`src/hdl/utf8sv_pkg.sv`:
```
`timescale 1ns / 1ps
// ----------------------------------------------------------------------------
// utf8sv_pkg
// Shared types, constants and the code point check for the UTF-8 validator.
// ----------------------------------------------------------------------------
package utf8sv_pkg;

  localparam int unsigned CountW = 18;
  localparam int unsigned CodeW  = 21;

  localparam logic [CountW-1:0] CountCap     = 18'h3FFFF;
  localparam logic [CountW-1:0] MaxLenReset  = 18'd131072;

  localparam logic [7:0] LeadTwoLo   = 8'hC2;
  localparam logic [7:0] LeadTwoHi   = 8'hDF;
  localparam logic [7:0] LeadThreeLo = 8'hE0;
  localparam logic [7:0] LeadThreeHi = 8'hEF;
  localparam logic [7:0] LeadFourLo  = 8'hF0;
  localparam logic [7:0] LeadFourHi  = 8'hF4;
  localparam logic [7:0] AsciiTop    = 8'h80;

  localparam logic [CodeW-1:0] CodeMax     = 21'h10FFFF;
  localparam logic [CodeW-1:0] SurrLo      = 21'h00D800;
  localparam logic [CodeW-1:0] SurrHi      = 21'h00DFFF;
  localparam logic [CodeW-1:0] MinTwo      = 21'h000080;
  localparam logic [CodeW-1:0] MinThree    = 21'h000800;
  localparam logic [CodeW-1:0] MinFour     = 21'h010000;
  localparam logic [15:0]      NonCharLo   = 16'hFFFE;
  localparam logic [CodeW-1:0] CtrlTop     = 21'h000020;
  localparam logic [CodeW-1:0] CpTab       = 21'h000009;
  localparam logic [CodeW-1:0] CpLf        = 21'h00000A;
  localparam logic [CodeW-1:0] CpCr        = 21'h00000D;

  localparam logic [2:0] SizeOne   = 3'd1;
  localparam logic [2:0] SizeTwo   = 3'd2;
  localparam logic [2:0] SizeThree = 3'd3;
  localparam logic [2:0] SizeFour  = 3'd4;

  typedef struct packed {
    logic [1:0]        pending;
    logic [CodeW-1:0]  code;
    logic [2:0]        size;
    logic              fault;
    logic [CountW-1:0] count;
  } body_state_t;

  function automatic logic code_ok(input logic [CodeW-1:0] cp, input logic [2:0] size);
    logic ok;
    ok = 1'b1;
    if (size == SizeTwo && cp < MinTwo) ok = 1'b0;
    if (size == SizeThree && cp < MinThree) ok = 1'b0;
    if (size == SizeFour && cp < MinFour) ok = 1'b0;
    if (cp > CodeMax) ok = 1'b0;
    if (cp >= SurrLo && cp <= SurrHi) ok = 1'b0;
    if (cp[15:0] >= NonCharLo) ok = 1'b0;
    if (cp < CtrlTop && cp != CpTab && cp != CpLf && cp != CpCr) ok = 1'b0;
    return ok;
  endfunction

endpackage

```
`src/hdl/utf8_stream_validator_core.sv`:
```
`timescale 1ns / 1ps
// ----------------------------------------------------------------------------
// utf8_stream_validator_core
// Strict UTF-8 and length check of a byte stream, one verdict per body.
// ----------------------------------------------------------------------------
// Takes one body byte per beat and sustains one beat per clock: the decoder
// and byte counter compute their next body state combinationally, which sets
// the rate. A beat is registered at the input and decoded in the next cycle;
// the verdict for a body is registered when its tlast beat leaves the input
// register, and out_tvalid comes from that verdict register. The input keeps
// taking beats while a verdict waits; it stalls only when a tlast beat meets
// a full output stage.
// ----------------------------------------------------------------------------
module utf8_stream_validator_core (
  input  logic        clk,
  input  logic        rst_n,
  input  logic        cfg_valid,
  output logic        cfg_ready,
  input  logic [17:0] cfg_data,    // [17:0] max_length
  input  logic        in_tvalid,
  output logic        in_tready,
  input  logic [7:0]  in_tdata,    // [7:0] data_byte
  input  logic        in_tlast,    // last_byte
  output logic        out_tvalid,
  input  logic        out_tready,
  output logic [23:0] out_tdata    // [0] body_valid, [18:1] body_length, [23:19] zero
);
  import utf8sv_pkg::*;

  logic [CountW-1:0] max_len_r;
  logic              in_v_r;
  logic [7:0]        byte_r;
  logic              last_r;
  body_state_t       st_r, st_nxt;
  logic              out_v_r;
  logic              verdict_r;
  logic [CountW-1:0] length_r;

  logic              out_free;
  logic              adv;
  logic [CountW-1:0] lim;
  logic              verdict_nxt;

  assign cfg_ready  = 1'b1;
  assign out_free   = !out_v_r || out_tready;
  assign adv        = in_v_r && (!last_r || out_free);
  assign in_tready  = !in_v_r || adv;
  assign out_tvalid = out_v_r;
  assign out_tdata  = {5'd0, length_r, verdict_r};

  always_comb begin
    st_nxt = st_r;
    lim    = (max_len_r == CountCap) ? CountCap : max_len_r + 18'd1;
    if (st_r.count == CountCap) st_nxt.fault = 1'b1;
    if (st_r.count < lim) st_nxt.count = st_r.count + 18'd1;
    if (!st_nxt.fault) begin
      if (st_r.pending == 2'd0) begin
        if (byte_r < AsciiTop) begin
          st_nxt.size = SizeOne;
          if (!code_ok({13'd0, byte_r}, SizeOne)) st_nxt.fault = 1'b1;
        end else if (byte_r >= LeadTwoLo && byte_r <= LeadTwoHi) begin
          st_nxt.code    = {16'd0, byte_r[4:0]};
          st_nxt.pending = 2'd1;
          st_nxt.size    = SizeTwo;
        end else if (byte_r >= LeadThreeLo && byte_r <= LeadThreeHi) begin
          st_nxt.code    = {17'd0, byte_r[3:0]};
          st_nxt.pending = 2'd2;
          st_nxt.size    = SizeThree;
        end else if (byte_r >= LeadFourLo && byte_r <= LeadFourHi) begin
          st_nxt.code    = {18'd0, byte_r[2:0]};
          st_nxt.pending = 2'd3;
          st_nxt.size    = SizeFour;
        end else begin
          st_nxt.fault = 1'b1;
        end
      end else if (byte_r[7:6] != 2'b10) begin
        st_nxt.fault = 1'b1;
      end else begin
        st_nxt.code    = {st_r.code[14:0], byte_r[5:0]};
        st_nxt.pending = st_r.pending - 2'd1;
        if (st_nxt.pending == 2'd0 && !code_ok(st_nxt.code, st_r.size)) begin
          st_nxt.fault = 1'b1;
        end
      end
    end
    verdict_nxt = !st_nxt.fault && st_nxt.pending == 2'd0 && st_nxt.count <= max_len_r;
  end

  always_ff @(posedge clk) begin
    if (!rst_n) begin
      max_len_r <= MaxLenReset;
    end else if (cfg_valid && cfg_ready) begin
      max_len_r <= cfg_data;
    end
  end

  always_ff @(posedge clk) begin
    if (!rst_n) begin
      in_v_r <= 1'b0;
    end else if (in_tready) begin
      in_v_r <= in_tvalid;
    end
  end

  always_ff @(posedge clk) begin
    if (in_tvalid && in_tready) begin
      byte_r <= in_tdata;
      last_r <= in_tlast;
    end
  end

  always_ff @(posedge clk) begin
    if (!rst_n) begin
      st_r.pending <= 2'd0;
      st_r.code    <= '0;
      st_r.size    <= SizeOne;
      st_r.fault   <= 1'b0;
      st_r.count   <= '0;
    end else if (adv) begin
      if (last_r) begin
        st_r.pending <= 2'd0;
        st_r.code    <= '0;
        st_r.size    <= SizeOne;
        st_r.fault   <= 1'b0;
        st_r.count   <= '0;
      end else begin
        st_r <= st_nxt;
      end
    end
  end

  always_ff @(posedge clk) begin
    if (!rst_n) begin
      out_v_r <= 1'b0;
    end else if (adv && last_r) begin
      out_v_r <= 1'b1;
    end else if (out_tready) begin
      out_v_r <= 1'b0;
    end
  end

  always_ff @(posedge clk) begin
    if (adv && last_r) begin
      verdict_r <= verdict_nxt;
      length_r  <= st_nxt.count;
    end
  end

  // open sequence always owes fewer bytes than its length
  a_pending_size: assert property (@(posedge clk) disable iff (!rst_n)
    st_r.pending != 2'd0 |-> st_r.size > {1'b0, st_r.pending})
    else $error("pending count exceeds sequence size");

  a_clear_after_last: assert property (@(posedge clk) disable iff (!rst_n)
    adv && last_r |=> st_r.count == '0 && !st_r.fault && st_r.pending == 2'd0)
    else $error("body state not cleared after final beat");

  a_verdict_shown: assert property (@(posedge clk) disable iff (!rst_n)
    adv && last_r |=> out_v_r)
    else $error("final beat produced no verdict");

  a_length_nonzero: assert property (@(posedge clk) disable iff (!rst_n)
    out_v_r |-> length_r != '0)
    else $error("verdict with zero length");

  a_no_overwrite: assert property (@(posedge clk) disable iff (!rst_n)
    out_v_r && !out_tready |=> $stable(length_r) && $stable(verdict_r))
    else $error("pending verdict overwritten");

endmodule

```
`config.mk`:
```
export PLATFORM = sky130hd
export DESIGN_NAME = utf8_stream_validator_core
export DESIGN_NICKNAME = d
export VERILOG_FILES = /design/src/hdl/utf8sv_pkg.sv /design/src/hdl/utf8_stream_validator_core.sv
export SDC_FILE = /design/constraint.sdc
export NUM_CORES = 1
export LEC_CHECK = 0
export ABC_CLOCK_PERIOD_IN_PS = 14900
export BUFFER_PORTS_ARGS = -buffer_cell sky130_fd_sc_hd__buf_2
export CAP_MARGIN = 0
export CORE_ASPECT_RATIO = 0.5
export CORE_MARGIN = 10
export CORE_UTILIZATION = 64
export DETAILED_ROUTE_END_ITERATION = 6
export PLACE_DENSITY_LB_ADDON = 0.12
export SLEW_MARGIN = 20
export SYNTH_ARGS = -nofsm -noshare
export SYNTH_HDL_FRONTEND = slang
export SYNTH_SLANG_ARGS = --single-unit
```
`constraint.sdc`:
```
create_clock -name clk -period 14.9 [get_ports clk]
set_clock_uncertainty 0.05 [all_clocks]
set_input_delay 2.98 -clock clk [delete_from_list [all_inputs] [get_ports clk]]
set_output_delay 2.98 -clock clk [all_outputs]
set_load 0.1 [all_outputs]
```
# == Yosys cells after proc, flatten, opt, wreduce, memory -nomap -nowiden ==
# Cells that the tools add are included.
# word_totals
regBits,87
latch_bits,0
ram_bits,0
mem_bits_ro,0
in_bits,32
wordCells,120
memories,0
# classes
n_addsub,3
mul,0
div_mod_pow,0
n_lt_le_gt_ge,18
n_eq_ne,16
shift,0
mux,36
n_bitwise,0
n_reduce_logical,35
# op_table
cell,count
2-to-1 mux 26 bit,3
2-to-1 mux 23 bit,3
"inequality test 21 x 4 -> 1 bit, second input constant",3
2-to-1 mux 45 bit,1
"adder 18 x 1 -> 18 bit, second input constant",2
"== test 18 bit, second input constant",2
2-to-1 mux 18 bit,2
2-to-1 mux 27 bit,1
">= comparator 8 bit, second input constant",3
"less-or-equal comparator 8 bit, second input constant",3
2-to-1 mux 1 bit,24
"inequality test 8 x 4 -> 1 bit, second input constant",3
">= comparator 21 x 16 -> 1 bit, second input constant",1
"greater-than comparator 21 bit, second input constant",1
"less-or-equal comparator 21 x 16 -> 1 bit, second input constant",1
"< comparator 21 x 12 -> 1 bit, second input constant",1
"< comparator 21 x 17 -> 1 bit, second input constant",1
"< comparator 21 x 6 -> 1 bit, second input constant",1
"< comparator 21 x 8 -> 1 bit, second input constant",1
logical AND 1 bit,19
less-or-equal comparator 18 bit,1
< comparator 18 bit,1
">= comparator 16 bit, second input constant",1
"< comparator 8 x 6 -> 1 bit, second input constant",1
16 further kinds,28

# == Depth between registers and ports, before layout ==
# Gate-level depths: netlist (run 1).
# logic_depth
depth_word,21
depth_mapped,24
ltp_nobuf,22

# == Worst setup path before layout (run 1) ==
# OpenSTA, ideal clock, no wires.
# synth_timing
path_kind,input -> output
startpoint,input port out_tready
endpoint,output port in_tready
t_arrival_ps,3958
required_ps,11870
setup_slack_ps,7912
cell_stages,2
cell_sequence,nor2b_1 > nand3_1
# synth_via
elab_chain_len,4
# synth_rtl
element,line_no,rtl
"start, declared",utf8_stream_validator_core.sv:25,"input logic out_tready,"
logical OR 1 bit,utf8_stream_validator_core.sv:45,assign out_free = !out_v_r || out_tready;
logical OR 1 bit,utf8_stream_validator_core.sv:46,assign adv = in_v_r && (!last_r || out_free);
logical AND 1 bit,utf8_stream_validator_core.sv:46,
logical OR 1 bit,utf8_stream_validator_core.sv:47,assign in_tready = !in_v_r || adv;
"end, declared",utf8_stream_validator_core.sv:21,"output logic in_tready,"
# No other way between the ends.

# == Worst setup path after layout (run 1) ==
# Same ends and word-level chain as after synthesis.

==> results.cfg, run 1 <==
[clock_tree]
cts_buffer_depth = 2
clock-root-buffer = clkbuf_16
cts_hold_buf = 0
clkTransAtPathRegs_ns = 0.06
cts_resized = 0
h-tree-depth = 3
cts_tree = yes
cts_buffers = 9
cts_setup_buffers = 0
clock-sinks = 87
clock_latency_ns = 0.34

[timing]
slew_viol_final = 0
rsz0062_at_grt = false
fin_crit_ns = 6.80
tightest_slew_ns = 1.05
fmax_mhz = 147
finalCritPeriodShare = 0.457
setup_violations = 0
holdWs_ns = 0.422
setup_ws_ns = 8.10
final_hold_viol_count = 0
finalSetupTns_ns = 0
relSlewSlack = 0.298

[hold_path]
hp-class = register to register
min_to = st_r[32]$_SDFFE_PN0P_
min_from = st_r[32]$_SDFFE_PN0P_
holdPathStages = 1

[routing]
drt_iter0_markers = 243
drc = 0
ant_nets = 0
viasPerCell = 6.04
dr.pass1.iters = 6
routed_wirelength_um = 13100
vias = 4472
wl_per_cell_um = 17.7

[power_and_ir_drop]
total_power_uw = 561
ir_worst_vdd_uv = 62.8
p_leak_nw = 2.44
powerDensity_mw_per_mm2 = 96.1

[die]
start_util = 0.655
die_w_um = 147
dieHeight_um = 83.7
pin_count = 59
die_area_mm2 = 0.0124
std_cell_rows = 23
core_mm2 = 0.00794

[synth]
synth_area_leaders = dfxtp_1, edfxtp_1, ha_1
seq_area_frac_synth = 0.389
netlist_instances = 578
synthesis.area_mm2 = 0.00520
synth_area_leader_cell = dfxtp_1
synth-main-ff-cell = dfxtp_1
ys_warn_count = 0
synth_cell_types = 66
synth_edf_count = 28
synth_top_area_frac = 0.227
synthArstFlopShare = 0
syn_area_per_cell_um2 = 9.00
ys_ff_latch = 87

[critical_path]
crit_path_end_kind = output port
crit_type = primary input to output port
r2r-end = verdict_r$_DFFE_PP_
rrSetupSlack_ns = 8.99
crit_fanout = 4
r2r_start = max_len_r[0]$_SDFFE_PN0P_
reg2reg_depth = 22
critPathArrivalTime_ns = 3.77
start_kind = primary input
crit_required_ns = 11.87

[finish]
area_delta_synth_final_pct = 12.2
final_nets = 695
drive_above_1_share = 0.141
mostFrequentLayoutCells = nor2_1, dfxtp_1, buf_2, nand2_1, ha_1
layout_commonest_cell = nor2_1
final_util = 0.735
fin_area_mm2 = 0.00584
final_cells = 741
antennaDiodeCount = 0

[global_routing]
grt_pass1_wl_um = 21700
track_usage = 0.211
grt_pass1_vias = 4415
grt_max_degree = 26
overflow = 0
grt_antenna_before_repair = 0

[placement]
dp.final_hpwl_um = 9840
post-place-ws_ns = 8.11
place_area_mm2 = 0.00551
io_buffers = 52
placed_cells = 725
gp_congestion = 0.946

[status]
status = finished, final reports clean

[flow_run]
cap_violations = 0
-- cells in the mapped netlist, drive strengths merged (2+ instances only) --
| cell type | count |
|---|---|
| clkbuf | 15 |
| o311ai | 2 |
| or4 | 6 |
| mux2i | 19 |
| a31oi | 7 |
| edfxtp | 28 |
| nor4bb | 2 |
| conb | 2 |
| or2 | 4 |
| o31ai | 3 |
| dfxtp | 59 |
| xnor2 | 21 |
| and3 | 7 |
| o22ai | 4 |
| a22o | 14 |
| nand3 | 19 |
| nor4 | 7 |
| nand2b | 6 |
| o21ai | 28 |
| o41ai | 4 |
| inv | 35 |
| a21o | 5 |
| nor2b | 6 |
| a41oi | 3 |
| nor2 | 63 |
| nand3b | 2 |
| a21oi | 25 |
| nand2 | 45 |
| and2 | 6 |
| o2111ai | 2 |
| nand4 | 24 |
| o31a | 2 |
| o211ai | 5 |
| a211oi | 4 |
| and4 | 2 |
| a31o | 3 |
| buf | 10 |
| a211o | 2 |
| xor2 | 9 |
| ha | 39 |
| o21a | 3 |
| nor3 | 15 |
-- worst max-delay path by stage --
stage | from | to | cells after the start
after CTS | out_tready | in_tready | 4
after global placement | out_tready | in_tready | 4
after global routing | out_tready | in_tready | 4
after detailed placement | out_tready | in_tready | 4
final | out_tready | in_tready | 4
after floorplan | out_tready | in_tready | 2
-- sequential cells by signal (all words and copies together) (netlist names) --
signal      cells
out_tvalid      1
byte_r          8
last_r          1
max_len_r      18
length_r       18
st_r           39
verdict_r       1
in_v_r          1
-- critical path: stages --
cell and delay (ns):
buf_2 0.10, nor2b_1 0.22, nand3_1 0.14, buf_2 0.33
-- power by group --
| part | switching [mW] | internal [mW] |
|---|---|---|
| clock network | 0.0954 | 0.147 |
| registers | 0.00753 | 0.251 |
| logic | 0.0410 | 0.0188 |
-- metal layers --
layer,GRT usage,up-vias,part of all wire
li1,-,2200,-
met1,0.280,2102,0.47
met2,0.336,158,0.45
met3,0.0503,12,0.071
met4,0.0528,0,0.0085
met5,0,-,0
-- kinds of logic after synthesis --
logic type / synth area share
other: 0.00144
AO/OA/AOI/OAI: 0.164
buffers and inverters: 0.0515
XOR/XNOR: 0.0505
multiplexers: 0.0366
adder cells (fa/ha/maj): 0.0938
AND/OR/NAND/NOR: 0.213
flip-flops: 0.389
-- final cells by class --
| class | instances | area (um^2) |
|---|---|---|
| Clock buffer | 9 | 225 |
| Inverter | 35 | 131 |
| Timing Repair Buffer | 56 | 290 |
| Multi-Input combinational cell | 435 | 2930 |
| Tap cell | 112 | 140 |
| Clock inverter | 7 | 95.1 |
| Sequential cell | 87 | 2020 |
| Fill cell | 619 | 2110 |
(Power assumes the default switching activity.)
==> inputs of run 2 (changes only) <==
Settings changed: ABC_AREA from default to 1, ABC_CLOCK_PERIOD_IN_PS 14900 to 6900, CORE_UTILIZATION 64 to 60.
Clock period 14.9 ns to 6.9 ns, I/O delays scaled along.
==> run 2 against run 1 <==
Against the previous run:
- routed wire length increased by 9.0%
- sequential cell count unchanged
- sequential power increased by 120%
- hold slack improved by 0.012 ns
- critical path type is now register to register
==> results.cfg, run 2 <==
[synth]
synth_cell_types = 44
synth_edf_count = 28
synth_area_leader_cell = dfxtp_1
synthesis.area_mm2 = 0.00563
syn_area_per_cell_um2 = 7.07
ys_warn_count = 0
post-synth-top-count-cell = nand2_1
synthAdderAreaFrac = 0.0866
seq_area_frac_synth = 0.359
synth_area_leaders = dfxtp_1, edfxtp_1, nand2_1
synthArstFlopShare = 0
synth-main-ff-cell = dfxtp_1
ys_ff_latch = 87
synth_top_family_by_area = simple AND/OR/NAND/NOR gates
synthXorXnorAreaFrac = 0.0327
netlist_instances = 797
synthSimpleGateAreaFrac = 0.291
synth_top_cells_by_count = nand2_1, inv_1, nor2_1, a21oi_1, nand3_1
synth_top_area_frac = 0.210
synth_compound_area_frac = 0.121
synthMuxAreaShare = 0

[clock_tree]
cts_setup_buffers = 0
h-tree-depth = 3
clock_latency_ns = 0.35
cts_buffers = 9
clock-sinks = 87
cts_tree = yes
clkTransAtPathRegs_ns = 0.06
cts_buffer_depth = 2
cts_hold_buf = 0
cts_resized = 0
clock-root-buffer = clkbuf_16

[routing]
wl_per_cell_um = 14.9
vias = 5257
drc = 0
drt_iter0_markers = 389
viasPerCell = 5.49
routed_wirelength_um = 14300
dr.pass1.iters = 5
ant_nets = 0

[timing]
setup_violations = 0
rsz0062_at_grt = false
tightest_slew_ns = 0.923
relSlewSlack = 0.385
final_hold_viol_count = 0
finalSetupTns_ns = 0
fmax_mhz = 175
slew_viol_final = 0
fin_crit_ns = 5.72
finalCritPeriodShare = 0.830

[critical_path]
reg2reg_depth = 32
crit_cells = 32
crit_fanout = 19
critPathArrivalTime_ns = 5.89
path_buf_inv = 5
start_kind = register
cp_common_cell = nor2_1
crit_end = verdict_r$_DFFE_PP_
cp_slowest_stage_delay_ns = 0.74
critPathTopFamily = simple AND/OR/NAND/NOR gates
cp_slowest_cell = a21oi_2
crit_path_end_kind = register
cp-startpoint = max_len_r[0]$_SDFFE_PN0P_
r2r_start = max_len_r[0]$_SDFFE_PN0P_
crit_required_ns = 7.06
crit_type = register to register
rrSetupSlack_ns = 1.18
r2r-end = verdict_r$_DFFE_PP_

[finish]
regArea_mm2 = 0.00202
multi_input_area_mm2 = 0.00301
antennaDiodeCount = 0
mostFrequentLayoutCells = nand2_1, inv_1, nor2_1, a21oi_1, nand3_1
top_register = st_r
drive_above_1_share = 0.109
final_nets = 907
largest_reg_flops = 39
largestRegisters = st_r: 39 flops, length_r: 18 flops, max_len_r: 18 flops
fill_cells = 776
layout_commonest_cell = nand2_1
area_delta_synth_final_pct = 9.48
final_util = 0.691

[die]
std_cell_rows = 24
die_area_mm2 = 0.0139
die_w_um = 157
pin_count = 59
core_mm2 = 0.00892
dieHeight_um = 88.5
start_util = 0.632

[power_and_ir_drop]
powerDensity_mw_per_mm2 = 193
ir_worst_vdd_uv = 130
p_leak_nw = 2.94

[placement]
gp_congestion = 0.924
dp.final_hpwl_um = 10900
io_buffers = 52

[global_routing]
grt_pass1_vias = 4981
overflow = 0
track_usage = 0.210
grt_antenna_before_repair = 0
grt_max_degree = 38
grt_pass1_wl_um = 23600

[status]
status = finished, final reports clean

[flow_run]
cap_violations = 0

[hold_path]
hp-class = register to register
[run 2: power breakdown]
part           leakage [nW]  total [mW]  internal, mW  switching, mW
clock network         0.137       0.458         0.253          0.204
registers             0.764       0.567         0.549         0.0170
logic                  2.04       0.167        0.0487          0.118
total                  2.94        1.19         0.852          0.340
[run 2: cells by family (layout without fill, tap and decap cells)]
logic type,after synthesis,count (layout)
xor gates and xnor gates,21,21
other,2,6
DFF,87,87
adders and majority gates,39,39
buffers and inverters,147,187
and+or+nand+nor,373,373
AOI/OAI and AO/OA,128,128
[run 2: tightest hold or removal path, cell delays in order (launching register included)]
cell	delay [ns]
dfxtp_1	0.32
nand2_1	0.06
a21oi_1	0.05
[run 2: metal layers]
layer | vias up | GRT usage | share of wire
li1 | 2668 | - | -
met1 | 2386 | 0.269 | 0.48
met2 | 177 | 0.342 | 0.45
met3 | 26 | 0.0528 | 0.061
met4 | 0 | 0.0691 | 0.017
met5 | - | 0 | 0
[run 2: final cells by class]
class | instances | share of cell area
Multi-Input combinational cell | 567 | 0.489
Sequential cell | 87 | 0.328
Inverter | 118 | 0.0718
Timing Repair Buffer | 53 | 0.0434
Clock buffer | 11 | 0.0394
Tap cell | 117 | 0.0237
Clock inverter | 5 | 0.00507
[run 2: per-stage QoR]
| step | cell area, um^2 | worst slack, ns | instances | hold slack, ns | power (mW) |
|---|---|---|---|---|---|
| 6_report | 6170 | 1.18 | 958 | 0.434 | 1.19 |
| 5_1_grt | 6170 | 0.447 | 958 | 0.462 | 1.24 |
| 4_1_cts | 6170 | 1.27 | 958 | 0.437 | 1.19 |
| 3_5_place_dp | 5890 | 1.37 | 942 | 0.427 | 0.743 |
| 3_3_place_gp | 5890 | 1.50 | 942 | 0.405 | 0.739 |
| 2_1_floorplan | 5650 | 2.48 | 801 | 0.395 | 0.707 |
[run 2: worst min path at each step]
stage,startpoint,cells after the start,slack (ns),endpoint
floorplan,st_r[18]$_SDFFE_PN0P_,2,0.40,st_r[18]$_SDFFE_PN0P_
global placement,st_r[18]$_SDFFE_PN0P_,2,0.41,st_r[18]$_SDFFE_PN0P_
detailed placement,st_r[21]$_SDFFE_PN0P_,2,0.43,st_r[21]$_SDFFE_PN0P_
CTS,st_r[44]$_SDFFE_PN0P_,2,0.44,st_r[44]$_SDFFE_PN0P_
global route,st_r[44]$_SDFFE_PN0P_,2,0.46,st_r[44]$_SDFFE_PN0P_
finish,st_r[44]$_SDFFE_PN0P_,2,0.43,st_r[44]$_SDFFE_PN0P_
==> inputs of run 3 (changes only) <==
Settings changed: ABC_CLOCK_PERIOD_IN_PS 6900 to 5700.
Clock period 6.9 ns to 5.7 ns, I/O delays scaled along.
==> run 3 against run 2 <==
Against the previous run:
- critical path depth is 1 higher
- total power is 24% higher
- worst setup slack worse by 0.68 ns
- first-iteration DRC count is 38% higher
- via count hardly changed
- die area stayed put
- sequential power is 21% higher
- sequential cell count stayed put
- core utilization is 0.56 points higher
- non-clock buffer count is 4 higher
- maximum frequency is 9.9% higher
- hold slack better by 0.0020 ns
==> results.cfg, run 3 (synthesized netlist as in run 2, its figures left out) <==
[finish]
area_delta_synth_final_pct = 10.4
fin_area_mm2 = 0.00622
final_util = 0.697
largest_reg_flops = 39
largestRegisters = st_r: 39 flops, length_r: 18 flops, max_len_r: 18 flops
mostFrequentLayoutCells = nand2_1, inv_1, nor2_1, a21oi_1, nand3_1
final_cells = 962
drive_above_1_share = 0.114
antennaDiodeCount = 0
top_register = st_r
final_nets = 911
layout_commonest_cell = nand2_1

[global_routing]
grt_pass1_wl_um = 23500
grt_antenna_before_repair = 0
track_usage = 0.211
overflow = 0
grt_max_degree = 38
grt_pass1_vias = 4910

[power_and_ir_drop]
swShare = 0.278
p_int_mw = 1.06
total_power_mw = 1.47
ir_worst_vdd_uv = 162
power_switching_uw = 408
p_leak_nw = 2.96
clock_power_share = 0.395
p_seq_frac = 0.466
powerDensity_mw_per_mm2 = 237
pwr-share-comb = 0.139

[placement]
dp.final_hpwl_um = 11000
io_buffers = 52
placed_cells = 946
post-place-ws_ns = 0.473
gp_congestion = 0.920
place_area_mm2 = 0.00592

[clock_tree]
cts_buffer_depth = 2
h-tree-depth = 3
clkTransAtPathRegs_ns = 0.06
cts_buffers = 9
clock_latency_ns = 0.34
clock-root-buffer = clkbuf_16
cts_tree = yes
clock-sinks = 87

[critical_path]
crit_fanout = 19
r2r-end = verdict_r$_DFFE_PP_
crit_end = verdict_r$_DFFE_PP_
cp_slowest_cell = dfxtp_1
crit_path_end_kind = register
critPathArrivalTime_ns = 5.26
rrSetupSlack_ns = 0.49
cp_slowest_stage_delay_ns = 0.40
reg2reg_depth = 33
crit_type = register to register
crit_required_ns = 5.76
cp-startpoint = max_len_r[0]$_SDFFE_PN0P_
start_kind = register
r2r_start = max_len_r[0]$_SDFFE_PN0P_

[routing]
ant_nets = 0
drc = 0
routed_wirelength_um = 14400
drt_iter0_markers = 536
dr.pass1.iters = 5
vias = 5254
viasPerCell = 5.46
wl_per_cell_um = 15.0

[timing]
fin_crit_ns = 5.21
fmax_mhz = 192
slew_viol_final = 0
holdWs_ns = 0.436
tightest_slew_ns = 0.934
setup_violations = 0
finalCritPeriodShare = 0.913
setup_ws_ns = 0.494
final_hold_viol_count = 0
rsz0062_at_grt = false
finalSetupTns_ns = 0
relSlewSlack = 0.376

[die]
std_cell_rows = 24
die_w_um = 157
start_util = 0.632
pin_count = 59
core_mm2 = 0.00892
dieHeight_um = 88.5
die_area_mm2 = 0.0139

[hold_path]
hp-class = register to register

[status]
status = finished, final reports clean

[flow_run]
cap_violations = 0
[run 3: how the worst min path moves through the flow]
stage / start / endpoint / cells after the start / slack, ns
2_1_floorplan: st_r[18]$_SDFFE_PN0P_ / st_r[18]$_SDFFE_PN0P_ / 2 / 0.40
3_3_place_gp: st_r[18]$_SDFFE_PN0P_ / st_r[18]$_SDFFE_PN0P_ / 2 / 0.40
3_5_place_dp: st_r[26]$_SDFFE_PN0P_ / st_r[32]$_SDFFE_PN0P_ / 2 / 0.43
4_1_cts: st_r[44]$_SDFFE_PN0P_ / st_r[44]$_SDFFE_PN0P_ / 2 / 0.44
5_1_grt: st_r[44]$_SDFFE_PN0P_ / st_r[44]$_SDFFE_PN0P_ / 2 / 0.45
6_report: st_r[44]$_SDFFE_PN0P_ / st_r[44]$_SDFFE_PN0P_ / 2 / 0.44
[run 3: area by class of cell]
cell class,instances,area [um^2]
clock buffers,12,236
clock inverters,4,47.5
fillers,801,2700
inverters,118,443
multi-input cells,567,3020
flip-flops and latches,87,2020
well taps,117,146
repair buffers,57,298
[run 3: routing by layer]
layer | track usage | part of all wire | vias to the layer above
met3 | 0.0538 | 0.073 | 20
met2 | 0.350 | 0.45 | 165
met1 | 0.269 | 0.47 | 2390
met5 | 0 | 0 | -
li1 | - | - | 2679
met4 | 0.0582 | 0.013 | 0
[run 3: timing repair]
item / in CTS / in global routing
resized for setup: 0 / 2
hold buffers: 0 / 0
setup endpoints to repair: 0 / 1
buffers inserted: 0 / 0
[run 3: power by group through the flow]
stage,clock network (mW),logic [mW],registers [mW]
global placement,0,0.197,0.698
floorplan,0,0.147,0.708
global route,0.609,0.229,0.689
finish,0.582,0.204,0.686
CTS,0.583,0.203,0.685
detailed placement,0,0.201,0.698
[run 3: critical path: cells and delay by family (launching register included)]
| kind | cells | cell delay [ns] |
|---|---|---|
| AND/OR/NAND/NOR | 19 | 2.81 |
| adder cells (fa/ha/maj) | 3 | 0.81 |
| buffers and inverters | 7 | 0.52 |
| flip-flops | 1 | 0.40 |
| AO/OA/AOI/OAI | 4 | 0.39 |
